### config.mk
export PLATFORM = sky130hd
export DESIGN_NAME = rotation_matrix_to_quaternion_unit_flat
export DESIGN_NICKNAME = d
export VERILOG_FILES = /design/src/rtl/core/rtm2q_pkg.sv /design/src/rtl/core/rtm2q_stream_if.sv /design/src/rtl/core/rotation_matrix_to_quaternion_unit.sv /design/src/rtl/core/rtm2q_prep.sv /design/src/rtl/core/rtm2q_root_stage.sv /design/src/rtl/core/rtm2q_out.sv /design/src/flat_wrapper.sv
export SDC_FILE = /design/constraint.sdc
export NUM_CORES = 2
export LEC_CHECK = 0
export BUFFER_PORTS_ARGS = -buffer_cell sky130_fd_sc_hd__buf_2
export CAP_MARGIN = 0
export CORE_MARGIN = 2
export CORE_UTILIZATION = 55
export DETAILED_ROUTE_END_ITERATION = 10
export GPL_TIMING_DRIVEN = 1
export PLACE_DENSITY = 0.75
export SLEW_MARGIN = 20
export SYNTH_ARGS = -nofsm -noshare
export SYNTH_HDL_FRONTEND = slang
export SYNTH_SLANG_ARGS = --single-unit
export TNS_END_PERCENT = 30
### constraint.sdc
create_clock -name clk -period 7.4 [get_ports clk]
set_input_delay 1.48 -clock clk [delete_from_list [all_inputs] [get_ports clk]]
set_output_delay 1.48 -clock clk [all_outputs]
set_load 0.1 [all_outputs]
### src/rtl/core/rtm2q_pkg.sv
// rtm2q_pkg: words, lane layout and the square root digit step
// shared by the stages, the top level and the bench of the rotation matrix to quaternion unit
// no dependencies
`timescale 1ns / 1ps

package rtm2q_pkg;

    // fixed point format of the matrix entries and quaternion parts
    localparam int Q_FRAC = 14;
    localparam int Q_ONE  = 16384;

    // one plus three entries, as a signed sum
    localparam int SUM_W   = 19;
    // clamped (non-negative) sum
    localparam int CLAMP_W = 17;
    // radicand: clamped sum shifted up by the fraction bits
    localparam int RAD_W   = 32;
    // integer root of the radicand
    localparam int ROOT_W  = RAD_W / 2;
    // partial remainder
    localparam int REM_W   = ROOT_W + 3;

    // root digits per pipeline stage, must divide ROOT_W
    localparam int STEPS_PER_STAGE = 2;

    // lane order inside the root pipeline
    localparam int LANES  = 4;
    localparam int LANE_W = 0;
    localparam int LANE_X = 1;
    localparam int LANE_Y = 2;
    localparam int LANE_Z = 3;

    // input word: nine rotation entries
    typedef struct packed {
        logic signed [15:0] r00;
        logic signed [15:0] r01;
        logic signed [15:0] r02;
        logic signed [15:0] r10;
        logic signed [15:0] r11;
        logic signed [15:0] r12;
        logic signed [15:0] r20;
        logic signed [15:0] r21;
        logic signed [15:0] r22;
    } mat_t;

    // output word: quaternion
    typedef struct packed {
        logic        [14:0] qw;
        logic signed [15:0] qx;
        logic signed [15:0] qy;
        logic signed [15:0] qz;
    } quat_t;

    // one lane of the digit-by-digit square root
    typedef struct packed {
        logic [RAD_W-1:0]  rad;
        logic [REM_W-1:0]  rem;
        logic [ROOT_W-1:0] root;
    } lane_t;

    // word carried through the root pipeline
    typedef struct packed {
        lane_t [LANES-1:0] lane;
        logic  [LANES-1:0] neg;
    } root_word_t;

    // one root digit: bring down two radicand bits, try the next root bit
    function automatic lane_t root_step(lane_t l);
        lane_t            o;
        logic [REM_W-1:0] rem_sh;
        logic [REM_W-1:0] trial;
        rem_sh = {l.rem[REM_W-3:0], l.rad[RAD_W-1 -: 2]};
        trial  = REM_W'({l.root, 2'b01});
        o.rad  = {l.rad[RAD_W-3:0], 2'b00};
        if (rem_sh >= trial)
        begin
            o.rem  = rem_sh - trial;
            o.root = {l.root[ROOT_W-2:0], 1'b1};
        end
        else
        begin
            o.rem  = rem_sh;
            o.root = {l.root[ROOT_W-2:0], 1'b0};
        end
        return o;
    endfunction

endpackage

### src/rtl/core/rtm2q_stream_if.sv
// rtm2q_stream_if: valid/ready channel carrying one word of a given type
// used for the ports and for the links between pipeline stages
// no dependencies
`timescale 1ns / 1ps

interface rtm2q_stream_if #(
    parameter type payload_t = logic
) ();

    logic     valid;
    logic     ready;
    payload_t data;

    modport source (output valid, output data, input ready);
    modport sink   (input valid, input data, output ready);

endinterface

### src/rtl/core/rotation_matrix_to_quaternion_unit.sv
// Rotation matrix to quaternion unit. Takes one word of nine Q2.14 rotation
// entries per cycle and returns one Q2.14 quaternion word for each, in order.
// Each part's magnitude is floor(sqrt(max(0, s) * 2^14)) / 2 with s one plus
// the diagonal entries under that part's sign pattern; x, y and z are negated
// when their off-diagonal difference is below zero, w is never negative and
// nothing is renormalized. One stage forms the sums, the 16 root digits are
// spread over the square root stages, STEPS_PER_STAGE digits each, and one
// stage applies the signs. Throughput is one word per cycle; a stall on the
// output holds the pipeline and bubbles are squeezed out.
// depends on rtm2q_pkg, rtm2q_stream_if, rtm2q_prep, rtm2q_root_stage, rtm2q_out
`timescale 1ns / 1ps

module rotation_matrix_to_quaternion_unit #(
    parameter int STEPS_PER_STAGE = rtm2q_pkg::STEPS_PER_STAGE
) (
    input  logic          clk,
    input  logic          rst_n,
    rtm2q_stream_if.sink   mat,
    rtm2q_stream_if.source quat
);

    localparam int N_STAGES = rtm2q_pkg::ROOT_W / STEPS_PER_STAGE;

    // links between stages: link[0] leaves the sum stage
    rtm2q_stream_if #(.payload_t(rtm2q_pkg::root_word_t)) link [N_STAGES+1] ();

    // sums, clamp and signs
    rtm2q_prep u_prep (
        .clk   (clk),
        .rst_n (rst_n),
        .up    (mat),
        .down  (link[0])
    );

    // square root pipeline
    for (genvar i = 0; i < N_STAGES; i++)
    begin : g_root
        rtm2q_root_stage #(
            .STEPS_PER_STAGE (STEPS_PER_STAGE)
        ) u_stage (
            .clk   (clk),
            .rst_n (rst_n),
            .up    (link[i]),
            .down  (link[i+1])
        );
    end

    // signs and output register
    rtm2q_out u_out (
        .clk   (clk),
        .rst_n (rst_n),
        .up    (link[N_STAGES]),
        .down  (quat)
    );

endmodule

### src/rtl/core/rtm2q_prep.sv
// rtm2q_prep: first pipeline stage, diagonal sums, clamp and part signs
// depends on rtm2q_pkg and rtm2q_stream_if
`timescale 1ns / 1ps

module rtm2q_prep (
    input  logic          clk,
    input  logic          rst_n,
    rtm2q_stream_if.sink   up,
    rtm2q_stream_if.source down
);

    logic                       valid_reg;
    rtm2q_pkg::root_word_t      data_reg;
    rtm2q_pkg::root_word_t      data_next;
    rtm2q_pkg::mat_t            m;

    logic signed [rtm2q_pkg::SUM_W-1:0] one_s;
    logic signed [rtm2q_pkg::SUM_W-1:0] d00;
    logic signed [rtm2q_pkg::SUM_W-1:0] d11;
    logic signed [rtm2q_pkg::SUM_W-1:0] d22;
    logic signed [rtm2q_pkg::SUM_W-1:0] sum [rtm2q_pkg::LANES];
    logic signed [16:0]                 diff_x;
    logic signed [16:0]                 diff_y;
    logic signed [16:0]                 diff_z;

    assign m = up.data;

    // sums with per-part signs on the diagonal
    assign one_s = rtm2q_pkg::SUM_W'(rtm2q_pkg::Q_ONE);
    assign d00   = rtm2q_pkg::SUM_W'(m.r00);
    assign d11   = rtm2q_pkg::SUM_W'(m.r11);
    assign d22   = rtm2q_pkg::SUM_W'(m.r22);

    assign sum[rtm2q_pkg::LANE_W] = one_s + d00 + d11 + d22;
    assign sum[rtm2q_pkg::LANE_X] = one_s + d00 - d11 - d22;
    assign sum[rtm2q_pkg::LANE_Y] = one_s - d00 + d11 - d22;
    assign sum[rtm2q_pkg::LANE_Z] = one_s - d00 - d11 + d22;

    // off-diagonal differences give the signs of x, y, z
    assign diff_x = 17'(m.r21) - 17'(m.r12);
    assign diff_y = 17'(m.r02) - 17'(m.r20);
    assign diff_z = 17'(m.r10) - 17'(m.r01);

    // clamp at zero and form the radicands
    always_comb
    begin
        for (int l = 0; l < rtm2q_pkg::LANES; l++)
        begin
            data_next.lane[l].rem  = '0;
            data_next.lane[l].root = '0;
            if (sum[l][rtm2q_pkg::SUM_W-1])
                data_next.lane[l].rad = '0;
            else
                data_next.lane[l].rad = rtm2q_pkg::RAD_W'(
                    {sum[l][rtm2q_pkg::CLAMP_W-1:0], rtm2q_pkg::Q_FRAC'(0)});
        end
        data_next.neg                    = '0;
        data_next.neg[rtm2q_pkg::LANE_X] = diff_x[16];
        data_next.neg[rtm2q_pkg::LANE_Y] = diff_y[16];
        data_next.neg[rtm2q_pkg::LANE_Z] = diff_z[16];
    end

    // stage register, moves when the next stage has room
    assign up.ready = !valid_reg || down.ready;

    always_ff @(posedge clk or negedge rst_n)
    begin
        if (!rst_n)
            valid_reg <= 1'b0;
        else if (up.ready)
            valid_reg <= up.valid;
    end

    always_ff @(posedge clk)
    begin
        if (up.ready && up.valid)
            data_reg <= data_next;
    end

    assign down.valid = valid_reg;
    assign down.data  = data_reg;

endmodule

### src/rtl/core/rtm2q_root_stage.sv
// rtm2q_root_stage: one stage of the square root pipeline,
// STEPS_PER_STAGE digits for all four lanes
// depends on rtm2q_pkg and rtm2q_stream_if
`timescale 1ns / 1ps

module rtm2q_root_stage #(
    parameter int STEPS_PER_STAGE = rtm2q_pkg::STEPS_PER_STAGE
) (
    input  logic          clk,
    input  logic          rst_n,
    rtm2q_stream_if.sink   up,
    rtm2q_stream_if.source down
);

    logic                  valid_reg;
    rtm2q_pkg::root_word_t data_reg;
    rtm2q_pkg::root_word_t data_next;

    // root digits for this stage, signs pass through
    always_comb
    begin
        data_next = up.data;
        for (int k = 0; k < STEPS_PER_STAGE; k++)
        begin
            for (int l = 0; l < rtm2q_pkg::LANES; l++)
                data_next.lane[l] = rtm2q_pkg::root_step(data_next.lane[l]);
        end
    end

    // stage register
    assign up.ready = !valid_reg || down.ready;

    always_ff @(posedge clk or negedge rst_n)
    begin
        if (!rst_n)
            valid_reg <= 1'b0;
        else if (up.ready)
            valid_reg <= up.valid;
    end

    always_ff @(posedge clk)
    begin
        if (up.ready && up.valid)
            data_reg <= data_next;
    end

    assign down.valid = valid_reg;
    assign down.data  = data_reg;

endmodule

### src/rtl/core/rtm2q_out.sv
// rtm2q_out: last pipeline stage, halves the roots, applies signs and
// holds the quaternion word for the output channel
// depends on rtm2q_pkg and rtm2q_stream_if
`timescale 1ns / 1ps

module rtm2q_out (
    input  logic          clk,
    input  logic          rst_n,
    rtm2q_stream_if.sink   up,
    rtm2q_stream_if.source down
);

    logic                           valid_reg;
    rtm2q_pkg::quat_t               data_reg;
    rtm2q_pkg::quat_t               data_next;
    rtm2q_pkg::root_word_t          w;
    logic [15:0]                    mag [rtm2q_pkg::LANES];
    logic [15:0]                    part [rtm2q_pkg::LANES];

    assign w = up.data;

    // magnitude is the root shifted right by one, negate where flagged
    always_comb
    begin
        for (int l = 0; l < rtm2q_pkg::LANES; l++)
        begin
            mag[l] = 16'(w.lane[l].root[rtm2q_pkg::ROOT_W-1:1]);
            if (w.neg[l])
                part[l] = 16'd0 - mag[l];
            else
                part[l] = mag[l];
        end
        data_next.qw = mag[rtm2q_pkg::LANE_W][14:0];
        data_next.qx = part[rtm2q_pkg::LANE_X];
        data_next.qy = part[rtm2q_pkg::LANE_Y];
        data_next.qz = part[rtm2q_pkg::LANE_Z];
    end

    // output register
    assign up.ready = !valid_reg || down.ready;

    always_ff @(posedge clk or negedge rst_n)
    begin
        if (!rst_n)
            valid_reg <= 1'b0;
        else if (up.ready)
            valid_reg <= up.valid;
    end

    always_ff @(posedge clk)
    begin
        if (up.ready && up.valid)
            data_reg <= data_next;
    end

    assign down.valid = valid_reg;
    assign down.data  = data_reg;

endmodule

### src/flat_wrapper.sv
// flat-port wrapper written by rule: the top's interface ports become plain ports
module rotation_matrix_to_quaternion_unit_flat 
#(
    parameter int STEPS_PER_STAGE = rtm2q_pkg::STEPS_PER_STAGE
)
  (clk, rst_n, mat_valid, mat_data, mat_ready, quat_valid, quat_data, quat_ready);
  rtm2q_stream_if #(.payload_t(rtm2q_pkg::mat_t)) mat_i ();
  rtm2q_stream_if #(.payload_t(rtm2q_pkg::quat_t)) quat_i ();
  input  logic clk;
  input  logic rst_n;
  input wire logic [$bits(mat_i.valid)-1:0] mat_valid;
  input wire logic [$bits(mat_i.data)-1:0] mat_data;
  output wire logic [$bits(mat_i.ready)-1:0] mat_ready;
  output wire logic [$bits(quat_i.valid)-1:0] quat_valid;
  output wire logic [$bits(quat_i.data)-1:0] quat_data;
  input wire logic [$bits(quat_i.ready)-1:0] quat_ready;
  assign mat_i.valid = mat_valid;
  assign mat_i.data = mat_data;
  assign mat_ready = mat_i.ready;
  assign quat_valid = quat_i.valid;
  assign quat_data = quat_i.data;
  assign quat_i.ready = quat_ready;
  rotation_matrix_to_quaternion_unit #(.STEPS_PER_STAGE(STEPS_PER_STAGE)) u_core (.clk(clk), .rst_n(rst_n), .mat(mat_i), .quat(quat_i));
endmodule
==> results <==
- The number of endpoints with negative hold slack in the final report came to 0.
- STA puts the critical path data arrival time at ~6.9 ns.
- The leakage power is 29.6 nW.
- Of the total power, the clock network draws about 19%.
- Broken down by cell family, the worst path's largest delay share belongs to compound AO/OA/AOI/OAI gates.
- The remaining antenna violation count after routing is 0.
- Per report_power, the sequential group accounts for 35.7% of the total.
- The period utilization is 87.8%.
- Relative to the synthesized area, the layout overhead comes to 9.46%.
- The flow ran to the end, and the final reports show no timing, DRC or antenna violations.
- Data on the critical path is required at its endpoint by a little under 8 ns.
- The post-layout instance area is about 73000 µm².
- The critical-path cell with the highest stage delay is a2111oi_0.
- The first element of the critical path is u_core.g_root[5].u_stage.down.data[72].
- The register with the most flip-flops in the layout has 852 of them.
- After legalization and detailed placement, the total HPWL measured 103 mm.
- The average wire length per cell after detail routing is around 16 µm.
- The final setup skew is around 0.031 ns.
- Entering global routing, the biggest net connects between 100 and 150 pins.
- The detailed router's first-iteration violation count is between 2000 and 3000.
- In this run the count of I/O pins placed on the die edge is around 210.
- The count of synthesis-stage warnings from yosys is 0.
- Global routing finished with a remaining overflow of 0.
- The via count of the first global-routing pass is 45600.
- The cell depth of the worst setup path is 24.
- Combinational logic burns 45.8% of the power.
- STA classifies the critical path endpoint as a register.
- The transition time at the pin with the least slew margin is 0.911 ns.
- Cell internal power was estimated by the tool at 16.7 mW.
- When the netlist entered floorplanning its net count stood at 7116.
- The clock-pin slew on the worst setup and hold paths is 0.06 ns.
- The die span in y is 351 µm.
- Max-cap violations in this run came to 0.
- The critical path's largest stage delay is 0.54 ns.
- The min-delay analysis places its worst path in the category register to register.
- After detailed routing, the total wire length is about 130 mm.
- The critical path in this run is classified as register to register.
- The global-route wire length before repair is around 220 mm.
- The sequential cell area fraction in the yosys report is a little under half.
- The worst-case clock buffer depth is 3.
- In this run the horizontal extent of the chip is 351 µm.
- After clock tree synthesis, the setup repair step added 0 buffers.
- For the worst flop-to-flop path, the logic depth is 24.
- Of all flip-flops after synthesis, the portion carrying an async set or reset was about 1%.
- The critical path ends at u_core.g_root[6].u_stage.down.data[95].
- The post-route core utilization is 60.6%.
- The number of buffers created by CTS is 102.
- The ratio of routed vias to standard cells is 5.64.
- The cts-stage hold buffer count is 0.
- The startpoint of the lowest-slack register-to-register path is u_core.g_root[5].u_stage.down.data[72].
- The net count of the finished layout is ~7400.
- The critical path contains buffers and inverters numbering 4 combined.
- The number of antenna diodes in the final layout is 0.
- Synthesis inferred 996 register bits.
- For this run, design rule violations remaining after detail routing come to 0.
- For this configuration, the core starts out at a cell density of a little under three fifths.
- The post-cts repair resize count is 0.
- In the synthesized netlist the dominant register cell turns out to be edfxtp_1.
- The maximum level of the CTS H-tree is 3.
- Net switching is 38.3% of the power.
- Walking the worst path, the cells encountered are inv_1 > ha_1 > a21o_1 > a21oi_1 > o21ai_0 > and3_1 > a31o_2 > or3_1 > nor2_1 > buf_4 > inv_1 > o21ai_0 > ha_1 > a21oi_1 > o21bai_1 > a21oi_1 > o21ai_0 > a2111oi_0 > nor2_1 > o21ai_0 > nand3_1 > nor3b_2 > buf_4 > mux2_2.
- Synthesis produced a netlist whose cell count is approximately 6300.
- The post-route non-filler standard cell count is 8228.
- The number of enable flip-flop cells after synthesis is ~990.
- The placer's final routability congestion estimate is 0.935.
- The final number of max-transition violations is 0.
- Fill cells in the final layout number 9731.
- The clock reaches the later pin of the worst-skew pair after 0.68 ns.
- The root buffer cell chosen for the clock tree is clkbuf_16.
- The detailed router placed 46400 vias in this run.
- The setup TNS after final layout is 0 ns.
- Counting every sink on the clock net gives 996.
- Setup repair after global routing left no endpoint under its margin.
- The worst setup path is launched from a register.
- The area of the die is 123000 µm².
- Timing would allow up to about 150 MHz.
- In this run the worst path has a maximum fanout of 16.
- Setup violations remaining at the end of the flow were counted as 0.
- In this run, distinct cell masters in the synthesized netlist total roughly 100.
- Dividing the synthesized area by the synthesized cell count gives 10.5 µm².
- The largest vdd supply drop is 0.000286 V.
- The placed instances occupy a cell area of 69200 µm².
- The clock tree from TritonCTS is done.
- Before antenna repair, the detailed router went through 6 iterations.
- After floorplanning, the core was divided into 127 placement rows.
- After detailed placement, the design holds a cell count of 8040.
- The initial antenna violation count is 1.
- Across all register-to-register paths, the minimum setup slack is between 0.9 and 1 ns.
- Power spread over the standard cell area amounts to 374 nW/µm².
- The analysis attributes to net switching a power of 10.4 mW.
- The floorplan step defined a core boundary enclosing 120000 µm².
- Global routing used 21.3% of the available tracks across all layers.
- The quantity of I/O buffers inserted on ports is 212.
- The fraction of layout instances using a drive strength above 1 is 9.52%.
- The headroom to the max-slew limit is 37.7%.
- The endpoint identified for the worst register-to-register timing path is u_core.g_root[6].u_stage.down.data[95].
- The post-synthesis instance area is roughly 66000 µm².
- Among the stages of the critical path, the cell type that occurs most often is o21ai_0.
- The clock period minus worst slack is 6.50 ns.
-- Yosys cell counts (all sizes together) (28+ instances only) --
| library cell | number | area (µm²) |
|---|---|---|
| inv | 574 | 2150 |
| o21ai | 325 | 1630 |
| nor2b | 101 | 632 |
| o31ai | 51 | 397 |
| nor3 | 187 | 941 |
| mux2i | 40 | 400 |
| nor4 | 77 | 497 |
| nor3b | 28 | 215 |
| nand4 | 45 | 288 |
| xnor2 | 339 | 2970 |
| a21oi | 394 | 1970 |
| fa | 84 | 1680 |
| nand2b | 89 | 557 |
| and2 | 45 | 282 |
| nand3b | 28 | 210 |
| a211oi | 39 | 298 |
| mux2 | 113 | 1270 |
| a31oi | 40 | 250 |
| and3 | 41 | 257 |
| or3 | 66 | 422 |
| a21o | 121 | 908 |
| or4 | 32 | 248 |
| ha | 600 | 7510 |
| xor2 | 194 | 1700 |
| nand3 | 117 | 586 |
| or2 | 48 | 300 |
| o21bai | 33 | 248 |
| clkbuf | 85 | 329 |
| edfxtp | 986 | 29600 |
| nor2 | 504 | 1890 |
| o21a | 109 | 818 |
| nand2 | 383 | 1440 |
-- stage by stage --
step           setup slack (ns)  hold slack, ns  total power [mW]
2_1_floorplan             0.342           0.400              19.5
5_1_grt                  0.0377           0.420              29.2
4_1_cts                   0.911           0.414              27.2
6_report                  0.901           0.411              27.2
3_5_place_dp              0.958           0.405              22.1
3_3_place_gp               1.07           0.401              21.7
-- how the worst min path moves through the flow --
stage	from	endpoint	slack, ns	cells past startpoint
6_report	u_core.g_root[6].u_stage.down.data[1]	u_core.g_root[7].u_stage.down.data[1]	0.41	0
5_1_grt	u_core.u_prep.down.data[64]	u_core.g_root[0].u_stage.down.data[68]	0.42	0
4_1_cts	u_core.g_root[7].u_stage.down.data[19]	u_core.u_out.down.data[62]	0.41	0
3_5_place_dp	u_core.u_prep.down.data[266]	u_core.g_root[0].u_stage.down.data[270]	0.40	0
3_3_place_gp	u_core.g_root[7].u_stage.down.data[18]	u_core.u_out.down.data[61]	0.40	0
2_1_floorplan	u_core.u_prep.down.data[120]	u_core.g_root[0].u_stage.down.data[124]	0.40	0
-- cells by family (layout without fill, tap and decap cells) --
| kind of cell | after synthesis | after routing | synth area share (%) |
|---|---|---|---|
| adders and majority gates | 684 | 684 | 13.9 |
| muxes | 153 | 153 | 2.52 |
| AOI/OAI and AO/OA | 1382 | 1382 | 13.4 |
| buffers and inverters | 677 | 1009 | 3.90 |
| and+or+nand+nor | 1859 | 1859 | 14.2 |
| xor gates and xnor gates | 533 | 533 | 7.04 |
| DFF | 996 | 996 | 45.0 |
-- power by group through the flow --
stage	Combinational [mW]	Clock, mW	Sequential [mW]
floorplan	9.50	0	10.0
global placement	11.9	0	9.74
detailed placement	12.3	0	9.79
CTS	12.4	5.16	9.68
global route	13.9	5.37	9.87
finish	12.4	5.02	9.69
-- final cells by class --
| class | instances | area (µm²) | share of cell area (%) |
|---|---|---|---|
| multi-input combinational | 4611 | 33900 | 46.7 |
| sequential | 996 | 29900 | 41.2 |
| clock buffer | 120 | 2680 | 3.70 |
| inverter | 581 | 2190 | 3.01 |
| tap | 1612 | 2020 | 2.78 |
| timing repair buffer | 240 | 1280 | 1.77 |
| clock inverter | 68 | 607 | 0.836 |
-- cell usage in the layout, fill, tap and decap left out, drive strengths merged, types with 25 or more instances in the layout --
| cell type | Yosys | final |
|---|---|---|
| a211oi | 39 | 39 |
| a21o | 121 | 121 |
| a21oi | 394 | 394 |
| a31oi | 40 | 40 |
| and2 | 45 | 45 |
| and3 | 41 | 41 |
| buf | 11 | 240 |
| clkbuf | 85 | 120 |
| clkinv | 7 | 47 |
| edfxtp | 986 | 986 |
| fa | 84 | 84 |
| ha | 600 | 600 |
| inv | 574 | 581 |
| mux2 | 113 | 113 |
| mux2i | 40 | 40 |
| nand2 | 383 | 383 |
| nand2b | 89 | 89 |
| nand3 | 117 | 117 |
| nand3b | 28 | 28 |
| nand4 | 45 | 45 |
| nor2 | 504 | 504 |
| nor2b | 101 | 101 |
| nor3 | 187 | 187 |
| nor3b | 28 | 28 |
| nor4 | 77 | 77 |
| o211ai | 25 | 25 |
| o21a | 109 | 109 |
| o21ai | 325 | 325 |
| o21bai | 33 | 33 |
| o31ai | 51 | 51 |
| or2 | 48 | 48 |
| or3 | 66 | 66 |
| or4 | 32 | 32 |
| xnor2 | 339 | 339 |
| xor2 | 194 | 194 |
-- metal layers --
layer / wire length [µm] / global-route usage, %
met5: 0 / 0
met4: 2810 / 5.75
met3: 4980 / 2.41
met2: 64900 / 37.5
met1: 59200 / 27.7
(Power assumes the default switching activity.)
